==> config.mk <==
export PLATFORM = sky130hd
export DESIGN_NAME = pit_decide
export DESIGN_NICKNAME = d
export VERILOG_FILES = /design/src/hw/rtl/pit_pkg.sv /design/src/hw/rtl/pit_decide.sv
export SDC_FILE = /design/constraint.sdc
export NUM_CORES = 1
export LEC_CHECK = 0
export ABC_AREA = 1
export ABC_CLOCK_PERIOD_IN_PS = 3800
export BUFFER_PORTS_ARGS = -buffer_cell sky130_fd_sc_hd__buf_2
export CAP_MARGIN = 20
export CORE_UTILIZATION = 40
export DETAILED_ROUTE_END_ITERATION = 8
export PLACE_DENSITY = 0.75
export RECOVER_POWER = 25
export SYNTH_ARGS = -nofsm -noshare
export SYNTH_HDL_FRONTEND = slang
export SYNTH_SLANG_ARGS = --single-unit
==> constraint.sdc <==
create_clock -name vclk -period 3.8
set_input_delay 0.57 -clock vclk [all_inputs]
set_output_delay 0.57 -clock vclk [all_outputs]
set_load 0.02 [all_outputs]
==> src/hw/rtl/pit_pkg.sv <==
// Shared types and constants of the page idle age tracker.
`timescale 1ns / 1ps

package pit_pkg;

    localparam logic [1:0] CMD_SCAN  = 2'd0;
    localparam logic [1:0] CMD_ROUND = 2'd1;
    localparam logic [1:0] CMD_READ  = 2'd2;
    localparam logic [1:0] CMD_RESET = 2'd3;

    localparam int KINDS      = 16;
    localparam int NBUCKETS   = 8;
    localparam int HIST_BANK  = KINDS * NBUCKETS;
    localparam int HIST_DEPTH = 2 * HIST_BANK;

    typedef logic [7:0][7:0] t_edges;

    localparam t_edges EDGE_RESET = {8'd240, 8'd120, 8'd60, 8'd30,
                                     8'd15, 8'd5, 8'd2, 8'd1};

    typedef struct packed {
        logic [7:0] new_age;
        logic       early;
        logic       refs_checked;
        logic       set_idle;
        logic       hist_en;
        logic [2:0] bucket;
    } t_decision;

endpackage

==> src/hw/rtl/pit_decide.sv <==
// Idle decision, saturating age update and bucket lookup for one scanned page.
`timescale 1ns / 1ps

module pit_decide #(
    parameter int AGE_MAX = 255
) (
    input  logic [7:0]        i_age,
    input  logic              i_on_lru,
    input  logic              i_idle_mark,
    input  logic              i_referenced,
    input  logic              i_ref_ok,
    input  logic              i_still_on_lru,
    input  logic [2:0]        i_phase,
    input  pit_pkg::t_edges   i_edges,
    output pit_pkg::t_decision o_dec
);

    logic due;
    logic idle;
    logic [2:0] bkt;

    always_comb begin
        if (i_age == 8'd0) begin
            due = i_phase[0];
        end else if (i_age < 8'd4) begin
            due = 1'b1;
        end else if (i_age < 8'd8) begin
            due = i_phase[0];
        end else if (i_age < 8'd16) begin
            due = (i_phase[1:0] == 2'b11);
        end else begin
            due = (i_phase == 3'b111);
        end
    end

    always_comb begin
        o_dec = '0;
        idle  = 1'b0;
        bkt   = 3'd7;
        if (!i_on_lru) begin
            o_dec.early = 1'b1;
        end else begin
            if (i_idle_mark && due) begin
                o_dec.refs_checked = 1'b1;
                if (!(i_ref_ok && i_still_on_lru)) begin
                    o_dec.early = 1'b1;
                end else begin
                    idle = !i_referenced;
                end
            end else if (i_idle_mark) begin
                idle = (i_age != 8'd0);
            end
            if (!o_dec.early) begin
                if (idle) begin
                    o_dec.new_age = (i_age < 8'(AGE_MAX)) ? i_age + 8'd1 : 8'(AGE_MAX);
                    // First upper edge above the age picks the bucket below it.
                    for (int k = 7; k >= 1; k--) begin
                        if (o_dec.new_age < i_edges[k]) begin
                            bkt = 3'(k - 1);
                        end
                    end
                    o_dec.bucket  = bkt;
                    o_dec.hist_en = (o_dec.new_age >= i_edges[0]);
                end else begin
                    o_dec.set_idle = i_ref_ok && i_still_on_lru;
                end
            end
        end
    end

endmodule

Yosys cells after proc, flatten, opt, wreduce, memory -nomap -nowiden
Cells that the tools add are included.

$add $sub $neg: 1. $mul: 0. Divide/modulo/power cells: 0. Order comparisons: 12. Equality and inequality tests: 2. Shift-type cells: 0. Muxes and demuxes: 27. Bitwise gates (word level): 0. Reductions and logical operators: 5.

Operator list (count): 8-bit less-than comparator (7); 8-bit 2-to-1 mux (4); 3-bit 2-to-1 mux (6); 1-bit 2-to-1 mux (12); 8-bit by 1-bit adder with 8-bit output, second input constant (1); 8-bit greater-or-equal comparator (1); 8-bit logical NOT (1); 8-bit by 3-bit less-than comparator with 1-bit output, second input constant (1); 8-bit by 4-bit less-than comparator with 1-bit output, second input constant (1); 8-bit by 5-bit less-than comparator with 1-bit output, second input constant (1); 8-bit less-than comparator, second input constant (1); 8-bit nonzero test (1); 6-bit 2-to-1 mux (1); 5-bit 2-to-1 mux (1); 2-bit 2-to-1 mux (2); 4-bit 2-to-1 mux (1); 3-bit equality test, second input constant (1); 2-bit equality test, second input constant (1); 1-bit logical AND (2); 1-bit logical NOT (1).

Register bits: 0. Bits in latches: 0. RAM bits: 0. Bits in read-only memories: 0. Input bits: 80. Output and inout port bits: 15. Logic and storage cells: 47. Memories kept: 0.

Logic depth before layout (Yosys ltp)
Gate-level depths: netlist of the first run.

Depth after elaboration: 13. Mapped depth: 19. Depth with buffers taken out: 19.

Worst setup path after synthesis of the first run
OpenSTA, ideal clock, no wires.

Kind: input port to output port. From: input port i_age[0]. To: output port o_dec[0] in the netlist's numbering. Data arrival time: 2656 ps. Required time: 3230 ps. Slack: 574 ps. Stages: 17. Buffers on the path: 0. Path through: ha_1 -> nand2_1 -> nor2_4 -> nand2_2 -> inv_1 -> nor3_1 -> inv_1 -> ha_1 -> a21oi_1 -> nor2_1 -> a211oi_1 -> nand2_1 -> nand2_1 -> nand2_1 -> nand2_1 -> nand2_1 -> a21oi_2.

RTL lines: start, declared (line pit_decide.sv:7) `input logic [7:0] i_age,`; end, declared (line pit_decide.sv:15) `output pit_pkg::t_decision o_dec`.

==> results.txt, run 1 <==
synth top area cells - ha_1 (40%), inv_1 (17%), nand2_1 (14%)
GRT Overall Usage - 18.6%
Pre-antenna DRT Iters - 4
Commonest cells post-synth - inv_1 (82), nand2_1 (68), ha_1 (59)
Antenna Cells - 0
Top Ports - 95
Critical Path RT - 3.23 ns
Cells after Synth - 317
Max-cap violations - 0
crit path launch type - input port
metal3 WL - 268 um
vias in the first global route - 1906
# port buffers - 95
Synth Area in Simple Gates - 28.6%
pin slew with the least headroom to its limit - 0.477 ns
FF+latch area - 0 um2
sequential cell count - 0
Seq/Total Area, Yosys - 0%
post-route insts no fill - 464
pre-CTS worst setup slack - 0.124 ns
Tightest Hold Check Type - input port to primary output
fin area - 2440 um2
syn_nets - 456
largest net degree at the start of global routing - 10
via/cell ratio - 4.68
Yosys top cell area share - 39.8%
fin crit share - 93.3%
first-pass GRT wire length - 7.74 mm
crit path time final - 3.55 ns
Data arrival, critical path - 2.98 ns
mux share of post-synthesis cell area - 0%
initial antenna violation count - 0
leak pwr - 1.63 nW
P per Cell Area - 113 nW/um2
GR Overflow Total - 0
relative slew slack - 67.9%
DRC violations left - 0
hold slack - 1.49 ns
Antenna Nets Post-Route - 0
die width - 70.1 um
layout cells sized above 1 - 27.7%
met2 WL - 2.23 mm
Final setup viols - 0
Die Ht - 70.1 um
CTS Hold Bufs - 0
FP Rows - 24
syn avg cell area - 5.85 um2
total number of vias - 2170
initial DRC count - 64
Cells after DPL - 464
CP Class - input port to primary output
Synth Area in Adders - 39.8%
post-synthesis cell area - 1850 um2
Final Max Slew Viols - 0
uppermost layer routed - met3
maximum vdd drop - 0.0524 mV
fmax - 282 MHz
CLK BUF - 0
drt wl/cell - 10.3 um
worst setup margin - 0.253 ns
Placer Congestion - 0.893
final WL - 4.79 mm
status - finished clean
Synth Area in Compound Gates - 14.0%
dpl cell area - 2390 um2
met1 WL - 2.29 mm
cell taking the most area after synthesis - ha_1
Die Footprint - 4910 um2
Worst Path Max Fanout - 8
post-synth cell types - 24
Starting Density - 42.0%
Core Region - 4410 um2
element type at the critical path end - primary output
largest family of logic cells by synthesized area - adder cells
Hold Vio Cnt, Final - 0
Post-Synth XOR/XNOR Area - 0.473%
Area growth, synth to finish - 31.6%
most common cell in the netlist - inv_1
DP Wirelength - 4.16 mm
final core utilization - 55.2%
nets - 553
Ys Warns - 0
[per-layer routing]
| metal | track usage (%) | up-vias |
|---|---|---|
| met5 | 0 | - |
| met2 | 34.0 | 70 |
| met3 | 0.433 | 0 |
| met1 | 25.7 | 909 |
| met4 | 0 | 0 |
| li1 | - | 1191 |
[stage by stage]
step | total power, mW | TNS, ns
finish | 0.276 | 0
global route | 0.319 | -0.00687
CTS | 0.272 | 0
detailed placement | 0.271 | 0
global placement | 0.260 | 0
floorplan | 0.177 | 0
[path summary, 6_finish.rpt]
path / startpoint / to / cells after the start
setup / recovery: i_age[0] / o_dec[0] / 19
hold / removal: i_on_lru / o_dec[6] / 3
[logic make-up after synthesis]
kind of cell	after synthesis
and+or+nand+nor	126
buffers and inverters	84
adders and majority gates	59
AOI/OAI and AO/OA	47
xor gates and xnor gates	1
[where the power goes]
group	internal, mW	switching [mW]
registers	0	0
clock network	0	0
logic	0.119	0.157
[what timing repair did]
action	in CTS	in global routing
endpoints found under the setup margin	0	2
setup buffers	0	0
gates resized for setup	0	16
[area by class of cell]
type,count,area [um2]
well taps,52,65.1
fillers,466,1980
inverters,84,322
repair buffers,95,475
multi-input cells,233,1580
[layout by cell type (no fill, tap or decap)]
| cell type | n |
|---|---|
| nor2_2 | 3 |
| buf_4 | 1 |
| nor2_1 | 34 |
| nor3_4 | 3 |
| clkbuf_1 | 2 |
| buf_2 | 92 |
| o21a_1 | 1 |
| o211ai_1 | 1 |
| nand3b_1 | 1 |
| a21oi_2 | 1 |
| inv_4 | 1 |
| o21ai_0 | 3 |
| a211oi_1 | 6 |
| nand2_1 | 67 |
| nand2_4 | 1 |
| a31oi_1 | 1 |
| nor2_4 | 1 |
| nor4_1 | 1 |
| clkinvlp_4 | 1 |
| inv_2 | 5 |
| o21ai_1 | 4 |
| inv_1 | 77 |
| nor3_1 | 1 |
| nand4_1 | 2 |
| nand3_1 | 5 |
| and2_1 | 2 |
| xor2_1 | 1 |
| ha_1 | 59 |
| nand2_2 | 5 |
| a21oi_1 | 30 |
[worst max-delay path, stage by stage]
cell and delay (ns):
buf_2 0.13, ha_1 0.22, nand2_2 0.10, nor2_4 0.05, nand2_4 0.10, clkinvlp_4 0.20
nor3_4 0.27, inv_4 0.10, ha_1 0.30, nand2_1 0.10, nor2_1 0.05, a211oi_1 0.18
nand2_1 0.10, nand2_1 0.07, nand2_1 0.05, nand2_1 0.05, nand2_1 0.06, a21oi_2 0.12
buf_4 0.15
(Power assumes the default switching activity.)
==> inputs of run 2 (changes only) <==
--- a/config.mk
+++ b/config.mk
@@ -12,7 +12,6 @@
 export CORE_UTILIZATION = 40
 export DETAILED_ROUTE_END_ITERATION = 8
 export PLACE_DENSITY = 0.75
-export RECOVER_POWER = 25
 export SYNTH_ARGS = -nofsm -noshare
 export SYNTH_HDL_FRONTEND = slang
 export SYNTH_SLANG_ARGS = --single-unit
==> constraint.sdc (replaced) <==
create_clock -name vclk -period 3.8
set_input_delay 0.38 -clock vclk [all_inputs]
set_output_delay 0.38 -clock vclk [all_outputs]
set_load 0.02 [all_outputs]
==> results.txt, run 2 (synthesis gave the netlist of run 1 again) <==
status - finished clean
Area growth, synth to finish - 29.2%
maximum vdd drop - 0.0504 mV (-3.8%)
Starting Density - 42.0% (unchanged)
# fillers - 450 (-3.4%)
Antenna Cells - 0 (unchanged)
Final Max Slew Viols - 0 (unchanged)
RSZ-0062 raised after global routing - false
total number of vias - 2158 (-0.55%)
element type at the critical path end - primary output
fin crit share - 87.3% (-6.1 points)
pin slew with the least headroom to its limit - 0.324 ns (-0.153 ns)
Core Region - 4410 um2 (unchanged)
Data arrival, critical path - 2.94 ns (-0.04 ns)
final WL - 4.69 mm (-2.0%)
crit path launch type - input port
CP Capture Point - o_dec[0]
post-CTS resize count - 0 (unchanged)
GR Overflow Total - 0 (unchanged)
CP Class - input port to primary output
first-pass GRT wire length - 8.02 mm (+3.7%)
nets - 553 (unchanged)
Top Ports - 95 (unchanged)
crit path launch - i_age[0]
Worst Path Max Fanout - 8 (unchanged)
drt wl/cell - 10.1 um (-2.0%)
Hold Vio Cnt, Final - 0 (unchanged)
leading cell type in the layout, fill and taps excluded - buf_2
relative slew slack - 78.4% (+10 points)
# port buffers - 95 (unchanged)
commonest non-fill, non-tap cells in the layout - buf_2 (95), inv_1 (82), nand2_1 (68)
crit path time final - 3.32 ns (-0.231 ns)
initial DRC count - 93 (+45%)
initial antenna violation count - 0 (unchanged)
layout cells sized above 1 - 26.0% (-1.7 points)
Placer Congestion - 0.894 (+0.10%)
CLK BUF - 0 (unchanged)
Die Footprint - 4910 um2 (unchanged)
Antenna Nets Post-Route - 0 (unchanged)
DP Wirelength - 4.17 mm (+0.19%)
largest net degree at the start of global routing - 10 (unchanged)
GRT Overall Usage - 19.2% (+0.63 points)
dpl cell area - 2390 um2 (unchanged)
vias in the first global route - 2009 (+5.4%)
DRC violations left - 0 (unchanged)
die width - 70.1 um (unchanged)
fin area - 2390 um2 (-1.8%)
number of setup buffers added after CTS - 0 (unchanged)
via/cell ratio - 4.65 (-0.55%)
leak pwr - 1.63 nW (about the same)
CTS Hold Bufs - 0 (unchanged)
sequential cell count - 0 (unchanged)
Tightest Hold Check Type - input port to primary output
FP Rows - 24 (unchanged)
Die Ht - 70.1 um (unchanged)
Critical Path RT - 3.42 ns (+0.19 ns)
FF+latch area - 0 um2 (unchanged)
Final setup viols - 0 (unchanged)
Fin Setup TNS - 0 ns (unchanged)
Max-cap violations - 0 (unchanged)
P per Cell Area - 113 nW/um2 (-0.17%)
Pre-antenna DRT Iters - 4 (unchanged)
fmax - 302 MHz (+7.0%)
[run 2: cell count changes in the layout (fill, tap and decap cells not counted), sizes merged]
| cell | delta |
|---|---|
| buf | +2 |
| clkbuf | -2 |
| clkinvlp | -1 |
| inv | +1 |
[run 2: power breakdown]
group          leakage [nW]  internal (mW)  switching, mW  total (mW)
logic                  1.63          0.116          0.154       0.270
clock network             0              0              0           0
registers                 0              0              0           0
[run 2: routing by layer]
layer | part of all wire, % | up-vias | global-route usage, %
li1 | - | 1190 | -
met2 | 46 | 63 | 35.7
met3 | 5.1 | 0 | 1.15
met1 | 49 | 905 | 25.3
met4 | 0 | 0 | 0.889
met5 | 0 | - | 0
[run 2: final cells by class]
type / instances / area, um2 / share of cell area, %
inverters: 84 / 315 / 13.2
multi-input cells: 233 / 1540 / 64.2
well taps: 52 / 65.1 / 2.72
repair buffers: 95 / 475 / 19.9
[run 2: metrics by stage]
step	hold slack [ns]	setup WS [ns]	utilization (%)	total power, mW	instances
2_1_floorplan	0.889	0.954	-	0.177	317
3_3_place_gp	1.09	0.622	54.2	0.260	464
3_5_place_dp	1.09	0.488	54.2	0.270	464
4_1_cts	1.10	0.476	54.2	0.272	464
5_1_grt	1.11	0.198	54.2	0.317	464
6_report	1.09	0.484	54.2	0.270	464
[run 2: critical path: stages]
cell and delay, ns:
buf_2 0.13, ha_1 0.21, nand2_1 0.12, nor2_4 0.06
nand2_2 0.11, inv_1 0.12, nor3_1 0.26, inv_1 0.22
ha_1 0.34, a21oi_1 0.14, nor2_1 0.06, a211oi_1 0.16
nand2_1 0.10, nand2_1 0.07, nand2_1 0.04, nand2_1 0.06
nand2_1 0.06, a21oi_2 0.12, buf_2 0.17
[run 2: how the worst min path moves through the flow]
stage / depth (start not counted) / to / from / slack, ns
after global routing: 3 / o_dec[6] / i_on_lru / 1.11
after floorplan: 2 / o_dec[4] / i_on_lru / 0.89
after detailed placement: 3 / o_dec[6] / i_on_lru / 1.09
after global placement: 3 / o_dec[6] / i_on_lru / 1.09
after CTS: 3 / o_dec[6] / i_on_lru / 1.10
final: 3 / o_dec[6] / i_on_lru / 1.09
